## src/rtl/mirror_free_permutation_generator_top_defines.svh

```systemverilog
`ifndef MIRROR_FREE_PERMUTATION_GENERATOR_TOP_DEFINES_SVH
`define MIRROR_FREE_PERMUTATION_GENERATOR_TOP_DEFINES_SVH

// Same-cycle implication, sampled on clk, off while rst_n is low
`define MFPG_ASSERT_IMP(lbl, ante, cons, msg) \
    lbl: assert property (@(posedge clk) disable iff (!rst_n) (ante) |-> (cons)) \
        else $error(msg);

// Next-cycle implication, sampled on clk, off while rst_n is low
`define MFPG_ASSERT_NXT(lbl, ante, cons, msg) \
    lbl: assert property (@(posedge clk) disable iff (!rst_n) (ante) |=> (cons)) \
        else $error(msg);

`endif

```

## src/rtl/mfpg_pkg.sv

```systemverilog
package mfpg_pkg;

    // Default element count limit
    localparam int MAX_N_DEF    = 8;
    // Width and reset value of the element count register
    localparam int N_USED_W     = 4;
    localparam logic [N_USED_W-1:0] N_USED_RESET = 4'd4;
    // Packed output word: one nibble per element, eight nibbles
    localparam int PERM_WORD_W  = 32;
    localparam int NIBBLE_W     = 4;
    localparam int PACK_SLOTS   = 8;
    // Stream data widths
    localparam int S_TDATA_W    = 8;

    // Command from the top level to the search unit
    typedef struct packed {
        logic go;     // start a successor search
        logic init;   // load 1..n first, then search
    } srch_cmd_t;

    // Status from the search unit
    typedef struct packed {
        logic done;   // one-cycle pulse at end of search
        logic found;  // a kept successor is now in the slots
    } srch_stat_t;

    typedef enum logic [1:0] {
        TS_IDLE,
        TS_SEARCH,
        TS_HOLD
    } top_state_t;

    typedef enum logic [1:0] {
        ES_IDLE,
        ES_TRY,
        ES_FILL,
        ES_CHECK
    } srch_state_t;

endpackage

```

## src/rtl/mfpg_search.sv

```systemverilog
`include "mirror_free_permutation_generator_top_defines.svh"

module mfpg_search
    import mfpg_pkg::*;
#(
    parameter int MAX_N = MAX_N_DEF
)
(
    input  logic                                       clk,
    input  logic                                       rst_n,
    input  logic [$clog2(MAX_N+1)-1:0]                 n_eff,
    input  srch_cmd_t                                  cmd,
    output srch_stat_t                                 stat,
    output logic [MAX_N-1:0][$clog2(MAX_N+1)-1:0]      slots
);

    localparam int ELEM_W = $clog2(MAX_N + 1);
    localparam int LVL_W  = ELEM_W;
    localparam int IDX_W  = $clog2(MAX_N);

    srch_state_t                     state_reg, state_next;
    logic [MAX_N-1:0][ELEM_W-1:0]    w_reg, w_next;
    logic [MAX_N-1:0]                mask_reg, mask_next;
    logic [LVL_W-1:0]                t_reg, t_next;

    logic [LVL_W-1:0]                t_m1, t_m2, n_m1;
    logic [IDX_W-1:0]                t_idx, p_idx, last_idx;
    logic [ELEM_W-1:0]               thr;
    logic                            hit;
    logic [ELEM_W-1:0]               hit_val;
    logic                            kept;
    logic                            t_at_n, t_at_one;
    logic [MAX_N-1:0][ELEM_W-1:0]    ident;
    logic [MAX_N-1:0]                full_n;

    // one-hot mask bit of value v (values start at 1)
    function automatic logic [MAX_N-1:0] val_bit(input logic [ELEM_W-1:0] v);
        val_bit = MAX_N'(1) << (v - ELEM_W'(1));
    endfunction

    // level indexes
    assign t_m1     = t_reg - LVL_W'(1);
    assign t_m2     = t_reg - LVL_W'(2);
    assign n_m1     = n_eff - LVL_W'(1);
    assign t_idx    = t_m1[IDX_W-1:0];
    assign p_idx    = t_m2[IDX_W-1:0];
    assign last_idx = n_m1[IDX_W-1:0];
    assign t_at_n   = (t_reg == n_eff);
    assign t_at_one = (t_reg == LVL_W'(1));
    assign kept     = (w_reg[0] <= w_reg[last_idx]);
    assign slots    = w_reg;

    // identity permutation and full mask for n
    always_comb
    begin
        for (int i = 0; i < MAX_N; i++)
        begin
            ident[i]  = (i < int'(n_eff)) ? ELEM_W'(i + 1) : '0;
            full_n[i] = (i < int'(n_eff));
        end
    end

    // shared unit: smallest free value above thr, up to n
    assign thr = (state_reg == ES_FILL) ? '0 : w_reg[t_idx];

    always_comb
    begin
        hit     = 1'b0;
        hit_val = '0;
        for (int i = MAX_N - 1; i >= 0; i--)
        begin
            if (!mask_reg[i] && (i < int'(n_eff)) && (i >= int'(thr)))
            begin
                hit     = 1'b1;
                hit_val = ELEM_W'(i + 1);
            end
        end
    end

    // next state
    always_comb
    begin
        state_next = state_reg;
        case (state_reg)
            ES_IDLE:
            begin
                if (cmd.go)
                    state_next = ES_TRY;
            end
            ES_TRY:
            begin
                if (hit)
                    state_next = t_at_n ? ES_CHECK : ES_FILL;
                else if (t_at_one)
                    state_next = ES_IDLE;
            end
            ES_FILL:
            begin
                if (t_at_n)
                    state_next = ES_CHECK;
            end
            ES_CHECK:
            begin
                state_next = kept ? ES_IDLE : ES_TRY;
            end
            default:
            begin
                state_next = ES_IDLE;
            end
        endcase
    end

    // slot, mask and level updates
    always_comb
    begin
        w_next    = w_reg;
        mask_next = mask_reg;
        t_next    = t_reg;
        case (state_reg)
            ES_IDLE:
            begin
                if (cmd.go)
                begin
                    t_next = n_eff;
                    if (cmd.init)
                    begin
                        w_next    = ident;
                        mask_next = full_n & ~val_bit(ELEM_W'(n_eff));
                    end
                    else
                    begin
                        mask_next = mask_reg & ~val_bit(w_reg[last_idx]);
                    end
                end
            end
            ES_TRY:
            begin
                if (hit)
                begin
                    w_next[t_idx] = hit_val;
                    mask_next     = mask_reg | val_bit(hit_val);
                    if (!t_at_n)
                        t_next = t_reg + LVL_W'(1);
                end
                else if (!t_at_one)
                begin
                    // back up one level and release its value
                    t_next    = t_m1;
                    mask_next = mask_reg & ~val_bit(w_reg[p_idx]);
                end
            end
            ES_FILL:
            begin
                w_next[t_idx] = hit_val;
                mask_next     = mask_reg | val_bit(hit_val);
                if (!t_at_n)
                    t_next = t_reg + LVL_W'(1);
            end
            ES_CHECK:
            begin
                // mirror duplicate: search on from the last level
                if (!kept)
                    mask_next = mask_reg & ~val_bit(w_reg[last_idx]);
            end
            default:
            begin
                t_next = t_reg;
            end
        endcase
    end

    // status
    always_comb
    begin
        stat.done  = ((state_reg == ES_TRY) && !hit && t_at_one) ||
                     ((state_reg == ES_CHECK) && kept);
        stat.found = (state_reg == ES_CHECK) && kept;
    end

    always_ff @(posedge clk or negedge rst_n)
    begin
        if (!rst_n)
        begin
            state_reg <= ES_IDLE;
            t_reg     <= LVL_W'(1);
        end
        else
        begin
            state_reg <= state_next;
            t_reg     <= t_next;
        end
    end

    always_ff @(posedge clk or negedge rst_n)
    begin
        if (!rst_n)
        begin
            w_reg    <= '0;
            mask_reg <= '0;
        end
        else
        begin
            w_reg    <= w_next;
            mask_reg <= mask_next;
        end
    end

    `MFPG_ASSERT_IMP(a_go_when_idle, cmd.go, state_reg == ES_IDLE, "search started while busy")
    `MFPG_ASSERT_IMP(a_fill_hits, state_reg == ES_FILL, hit, "fill found no free value")
    `MFPG_ASSERT_NXT(a_done_idle, stat.done, state_reg == ES_IDLE, "search did not stop")

endmodule

```

## src/rtl/mirror_free_permutation_generator_top.sv

```systemverilog
// Each successor tried backs over b levels (1 to n-1) and refills them; mirror rejects
// repeat that, and a walk that runs out backs up to level 1. A not-found answer raises
// m_tvalid in the cycle after accept.
// Throughput: one request at a time; s_tready is low from accept until the result word is
// taken. Reset (rst_n, async, low) sets n to 4, clears started and the result word.
`include "mirror_free_permutation_generator_top_defines.svh"

module mirror_free_permutation_generator_top
    import mfpg_pkg::*;
#(
    parameter int MAX_N = MAX_N_DEF
)
(
    input  logic                   clk,
    input  logic                   rst_n,
    // config
    input  logic                   cfg_we,
    input  logic [N_USED_W-1:0]    cfg_wdata,     // n_used
    // request stream
    input  logic                   s_tvalid,
    output logic                   s_tready,
    input  logic [S_TDATA_W-1:0]   s_tdata,       // [0] restart, rest zero
    // result stream
    output logic                   m_tvalid,
    input  logic                   m_tready,
    output logic [PERM_WORD_W-1:0] m_tdata,       // [31:0] perm_word
    output logic [0:0]             m_tuser,       // [0] found
    output logic                   m_tlast        // last
);

    localparam int ELEM_W = $clog2(MAX_N + 1);
    localparam int LVL_W  = ELEM_W;
    localparam int PACK_N = (MAX_N < PACK_SLOTS) ? MAX_N : PACK_SLOTS;

    top_state_t                      state_reg, state_next;
    logic                            started_reg, exhausted_reg, next_ok_reg;
    logic [LVL_W-1:0]                n_eff_reg;
    logic [PERM_WORD_W-1:0]          perm_word_reg;
    logic                            found_reg, last_reg;

    logic                            accept, fresh, launch;
    srch_cmd_t                       cmd;
    srch_stat_t                      stat;
    logic [MAX_N-1:0][ELEM_W-1:0]    slots;

    // saturate n to 1..MAX_N
    function automatic logic [LVL_W-1:0] sat_n(input logic [N_USED_W-1:0] v);
        if (v == '0)
            sat_n = LVL_W'(1);
        else if (int'(v) > MAX_N)
            sat_n = LVL_W'(MAX_N);
        else
            sat_n = LVL_W'(v);
    endfunction

    // pack slots, one nibble per element, nibbles above n zero
    function automatic logic [PERM_WORD_W-1:0] pack_slots(
        input logic [MAX_N-1:0][ELEM_W-1:0] s,
        input logic [LVL_W-1:0]             n
    );
        logic [PERM_WORD_W-1:0] w;
        w = '0;
        for (int i = 0; i < PACK_N; i++)
        begin
            if (i < int'(n))
                w[NIBBLE_W*i +: NIBBLE_W] = NIBBLE_W'(s[i]);
        end
        pack_slots = w;
    endfunction

    // packed identity 1..n
    function automatic logic [PERM_WORD_W-1:0] pack_ident(input logic [LVL_W-1:0] n);
        logic [PERM_WORD_W-1:0] w;
        w = '0;
        for (int i = 0; i < PACK_N; i++)
        begin
            if (i < int'(n))
                w[NIBBLE_W*i +: NIBBLE_W] = NIBBLE_W'(i + 1);
        end
        pack_ident = w;
    endfunction

    // request decode
    assign accept   = s_tvalid && s_tready;
    assign fresh    = s_tdata[0] || !started_reg;
    assign launch   = accept && (fresh || (!exhausted_reg && next_ok_reg));
    assign cmd.go   = launch;
    assign cmd.init = fresh;

    mfpg_search #(
        .MAX_N (MAX_N)
    ) u_search (
        .clk   (clk),
        .rst_n (rst_n),
        .n_eff (n_eff_reg),
        .cmd   (cmd),
        .stat  (stat),
        .slots (slots)
    );

    // next state
    always_comb
    begin
        state_next = state_reg;
        case (state_reg)
            TS_IDLE:
            begin
                if (accept)
                    state_next = launch ? TS_SEARCH : TS_HOLD;
            end
            TS_SEARCH:
            begin
                if (stat.done)
                    state_next = TS_HOLD;
            end
            TS_HOLD:
            begin
                if (m_tready)
                    state_next = TS_IDLE;
            end
            default:
            begin
                state_next = TS_IDLE;
            end
        endcase
    end

    // handshake outputs
    always_comb
    begin
        s_tready = (state_reg == TS_IDLE);
        m_tvalid = (state_reg == TS_HOLD);
        m_tdata  = perm_word_reg;
        m_tuser  = found_reg;
        m_tlast  = last_reg;
    end

    // control state
    always_ff @(posedge clk or negedge rst_n)
    begin
        if (!rst_n)
        begin
            state_reg     <= TS_IDLE;
            started_reg   <= 1'b0;
            exhausted_reg <= 1'b0;
            next_ok_reg   <= 1'b0;
            n_eff_reg     <= sat_n(N_USED_RESET);
        end
        else
        begin
            state_reg <= state_next;
            if (cfg_we)
            begin
                n_eff_reg     <= sat_n(cfg_wdata);
                started_reg   <= 1'b0;
                exhausted_reg <= 1'b0;
            end
            else if (accept)
            begin
                if (fresh)
                begin
                    started_reg   <= 1'b1;
                    exhausted_reg <= 1'b0;
                end
                else if (!launch)
                begin
                    exhausted_reg <= 1'b1;
                end
            end
            if (stat.done)
                next_ok_reg <= stat.found;
        end
    end

    // result word
    always_ff @(posedge clk or negedge rst_n)
    begin
        if (!rst_n)
        begin
            found_reg     <= 1'b0;
            last_reg      <= 1'b0;
            perm_word_reg <= '0;
        end
        else if (accept)
        begin
            found_reg <= launch;
            last_reg  <= 1'b0;
            if (!launch)
                perm_word_reg <= '0;
            else if (fresh)
                perm_word_reg <= pack_ident(n_eff_reg);
            else
                perm_word_reg <= pack_slots(slots, n_eff_reg);
        end
        else if (stat.done)
        begin
            last_reg <= !stat.found;
        end
    end

    `MFPG_ASSERT_IMP(a_one_side, m_tvalid, !s_tready, "request taken while result pending")
    `MFPG_ASSERT_IMP(a_nf_clear, m_tvalid && !m_tuser, !m_tlast && m_tdata == '0, "word not clear")
    `MFPG_ASSERT_NXT(a_restart, accept && s_tdata[0], !s_tready && !m_tvalid, "restart skipped")

endmodule

```

## config.mk

```make
export PLATFORM = sky130hd
export DESIGN_NAME = mirror_free_permutation_generator_top
export DESIGN_NICKNAME = d
export VERILOG_FILES = /design/src/rtl/mfpg_pkg.sv /design/src/rtl/mfpg_search.sv /design/src/rtl/mirror_free_permutation_generator_top.sv
export VERILOG_INCLUDE_DIRS = /design/src /design/src/rtl
export SDC_FILE = /design/constraint.sdc
export NUM_CORES = 1
export LEC_CHECK = 0
export BUFFER_PORTS_ARGS = -buffer_cell sky130_fd_sc_hd__buf_4
export CAP_MARGIN = 20
export CORE_UTILIZATION = 28
export CTS_CLUSTER_DIAMETER = 80
export DETAILED_ROUTE_END_ITERATION = 8
export PLACE_DENSITY = 0.4
export SKIP_LAST_GASP = 1
export SLEW_MARGIN = 10
export SYNTH_ARGS = -nofsm -noshare
export SYNTH_HDL_FRONTEND = slang
export SYNTH_HIERARCHICAL = 1
export SYNTH_SLANG_ARGS = --single-unit
```

## constraint.sdc

```tcl
create_clock -name clk -period 5.59 [get_ports clk]
set_input_delay 0.8385 -clock clk [delete_from_list [all_inputs] [get_ports clk]]
set_output_delay 0.8385 -clock clk [all_outputs]
set_load 0.02 [all_outputs]
```

==> reports/qor.csv <==
stage;metric;value;unit
place;DP HPWL;17800;um
outcome;outcome;completed;
yosys;cell count after synthesis;774;
yosys;Post-synth EDFFs;0;
final_layout;Design Area, Final;7710;um^2
global_routing;vias in the first global route;6132;
clock_tree;cts bufs inserted;9;
die;starting density of the core;28.7;%
yosys;ys flop type;dfrtp_1;
clock_tree;Clock Tree Buf Depth;2;
yosys;register area share after synthesis;32.9;%
yosys;asr flop ratio synth;100;%
drt;final antenna-violating net count;0;
clock_tree;setup repair bufs after CTS;0;
clock_tree;post_cts resized;0;
yosys;Mapped Area;6770;um^2
setup_path;critical path arrival;4870;ps
sta;Max Transition Viols Final;0;
sta;PnR worst setup slack;945;ps
yosys;cell with the most instances after synthesis;nand2_1;
sta;normalized max-slew margin;27.1;%
global_routing;largest net degree at the start of global routing;55;
clock_tree;H-tree depth;3;
place;placed instance area;7410;um^2
drt;detailed-route vias per instance;5.48;
drt;average routed wire per standard cell;21.3;um
final_layout;final net count;846;
flow_run;Max Cap Viol;0;
sta;post-route clock period utilization;83.1;%
final_layout;layout filler cell count;2498;
sta;Final Skew;13.5;ps
yosys;Distinct cells, synth;77;
drt;final wirelength;24000;um
die;row count;56;
clock_tree;clk root buf;clkbuf_16;
sta;Hold Vio Cnt, Final;0;
sta;unrepaired setup endpoints after global routing;false;
sta;setup TNS;0;ps
setup_path;critical path launch point type;flip-flop;
place;I/O Buffers;45;
global_routing;first-pass GRT wire length;37000;um
setup_path;R2R depth;13;
yosys;Synth top cells by count;119 x nand2_1, 87 x dfrtp_1, 60 x o21ai_0, 50 x nor2_1, 46 x a21oi_1;
yosys;top cells by area, synth;dfrtp_1 32%, nand2_1 6.6%, mux4_2 6.3%;
final_layout;fraction of layout cells with a size suffix above 1;16.4;%
yosys;yosys warns;6;
yosys;mean post-synth cell area;8.75;um^2
place;RePlAce Congestion;0.859;
global_routing;Tot GR Track Use;20.1;%
clock_tree;CTS clk-pin slew, worst paths;80;ps
min_path;worst min-delay path category;input port to async pin;
clock_tree;Clock Latency Late Sink;360;ps
sta;Tmin final;4650;ps
setup_path;CP Capture Type;flip-flop;
final_layout;# diodes;0;
sta;Final Setup Violations;0;
sta;Slew @ Worst Pin;1080;ps
die;Die Area;24800;um^2
setup_path;critical path class;flip-flop to flip-flop;
clock_tree;TritonCTS clock tree;yes;
drt;DRC viols;0;
setup_path;crit path max fanout;22;
die;Core Area;23600;um^2
clock_tree;CTS Hold Buffers Added;0;
die;Die Span Y;158;um
drt;initial drt markers;493;
yosys;cell taking the most area after synthesis;dfrtp_1;
final_layout;Area Overhead vs Synth;13.9;%
yosys;syn_nets;816;
global_routing;total congestion overflow;0;
setup_path;worst path required time;5820;ps
global_routing;initial antenna violation count;0;
clock_tree;clk sinks;89;
final_layout;Layout Cells excl Fill;1128;
place;placed cells;1111;
die;I/O pin cnt;53;
drt;iteration count of the initial detailed-routing pass;4;
place;worst slack at placement;1020;ps
yosys;top cell type's share of synthesized area;32.1;%
sta;Fmax;215;MHz
drt;Vias;6185;
yosys;Yosys reg bits;89;
die;DIE WIDTH;158;um
-- cell type report --
class / count / area (um^2) / share of cell area, %
clock buffer: 10 / 239 / 3.10
clock inverter: 6 / 55.1 / 0.714
inverter: 28 / 105 / 1.36
multi-input combinational: 609 / 4180 / 54.2
sequential: 89 / 2230 / 28.9
tap: 319 / 399 / 5.17
timing repair buffer: 67 / 503 / 6.52
-- layer usage --
metal | wire length, um | up-vias | global-route usage (%)
met4 | 788 | 0 | 8.65
met2 | 11100 | 203 | 32.3
met5 | 0 | - | 0
li1 | - | 2915 | -
met3 | 1020 | 36 | 2.75
met1 | 11100 | 3031 | 26.8
-- cells in the final DEF, fill, tap and decap left out, types with 6 or more instances in the layout --
master,synthesis,layout
a211oi_1,8,8
a21o_1,7,7
a21oi_1,46,46
a22o_1,16,16
a31oi_1,7,7
and2_1,6,6
and3_1,7,7
buf_4,1,67
clkbuf_16,0,9
dfrtp_1,87,87
ha_1,25,25
inv_1,28,28
mux2_2,7,7
mux2i_1,25,25
mux4_2,19,19
nand2_1,119,119
nand2b_1,6,6
nand3_1,16,16
nand3b_1,9,9
nor2_1,50,50
nor2b_1,11,11
nor3_1,16,16
o21a_1,9,9
o21ai_0,60,60
o21ai_1,11,11
o22ai_1,11,11
o31a_1,6,6
o31ai_1,16,16
or2_2,7,7
xnor2_1,8,8
-- logic make-up (layout without fill, tap and decap cells) --
logic type	after synthesis	count (layout)	synth area share, %
muxes	52	52	11.3
DFF	89	89	32.9
adders and majority gates	25	25	4.62
xor gates and xnor gates	13	13	1.90
AOI/OAI and AO/OA	253	253	25.3
and+or+nand+nor	266	266	18.6
buffers and inverters	76	111	5.30
-- worst max-delay path, cell delays in order, from the launching register on --
cell and delay (ps):
dfrtp_1 330, buf_4 230, inv_1 160, ha_1 300, xor2_2 500, mux4_2 720
and2_1 230, nor3_1 260, a211oi_2 130, nor4_4 570, a21o_1 460, buf_4 350
o31a_1 180, o211ai_1 80
-- per-stage QoR --
stage / utilization (%) / hold WS [ps]
finish: 32.7 / 450
detailed placement: 31.4 / 472
global placement: 31.4 / 469
floorplan: - / 479
global route: 32.7 / 471
CTS: 32.6 / 466
-- path summary, 6_finish.rpt --
kind / from / to / slack [ps]
max reg2reg: u_search/t_reg[1]$_DFFE_PN0P_ / u_search/slots[21]$_DFFE_PN0P_ / 940
max: u_search/t_reg[1]$_DFFE_PN0P_ / u_search/slots[21]$_DFFE_PN0P_ / 940
min: rst_n / state_reg[1]$_DFFE_PN0P_ / 450
max in group asynchronous: rst_n / u_search/slots[11]$_DFFE_PN0P_ / 4010
min in group clk: m_tdata[30]$_DFFE_PN0P_ / m_tdata[30]$_DFFE_PN0P_ / 480
min reg2reg: m_tdata[30]$_DFFE_PN0P_ / m_tdata[30]$_DFFE_PN0P_ / 480
Power is not shown: default switching activity piles up to over one toggle a cycle in this logic, so the estimate is an artifact.
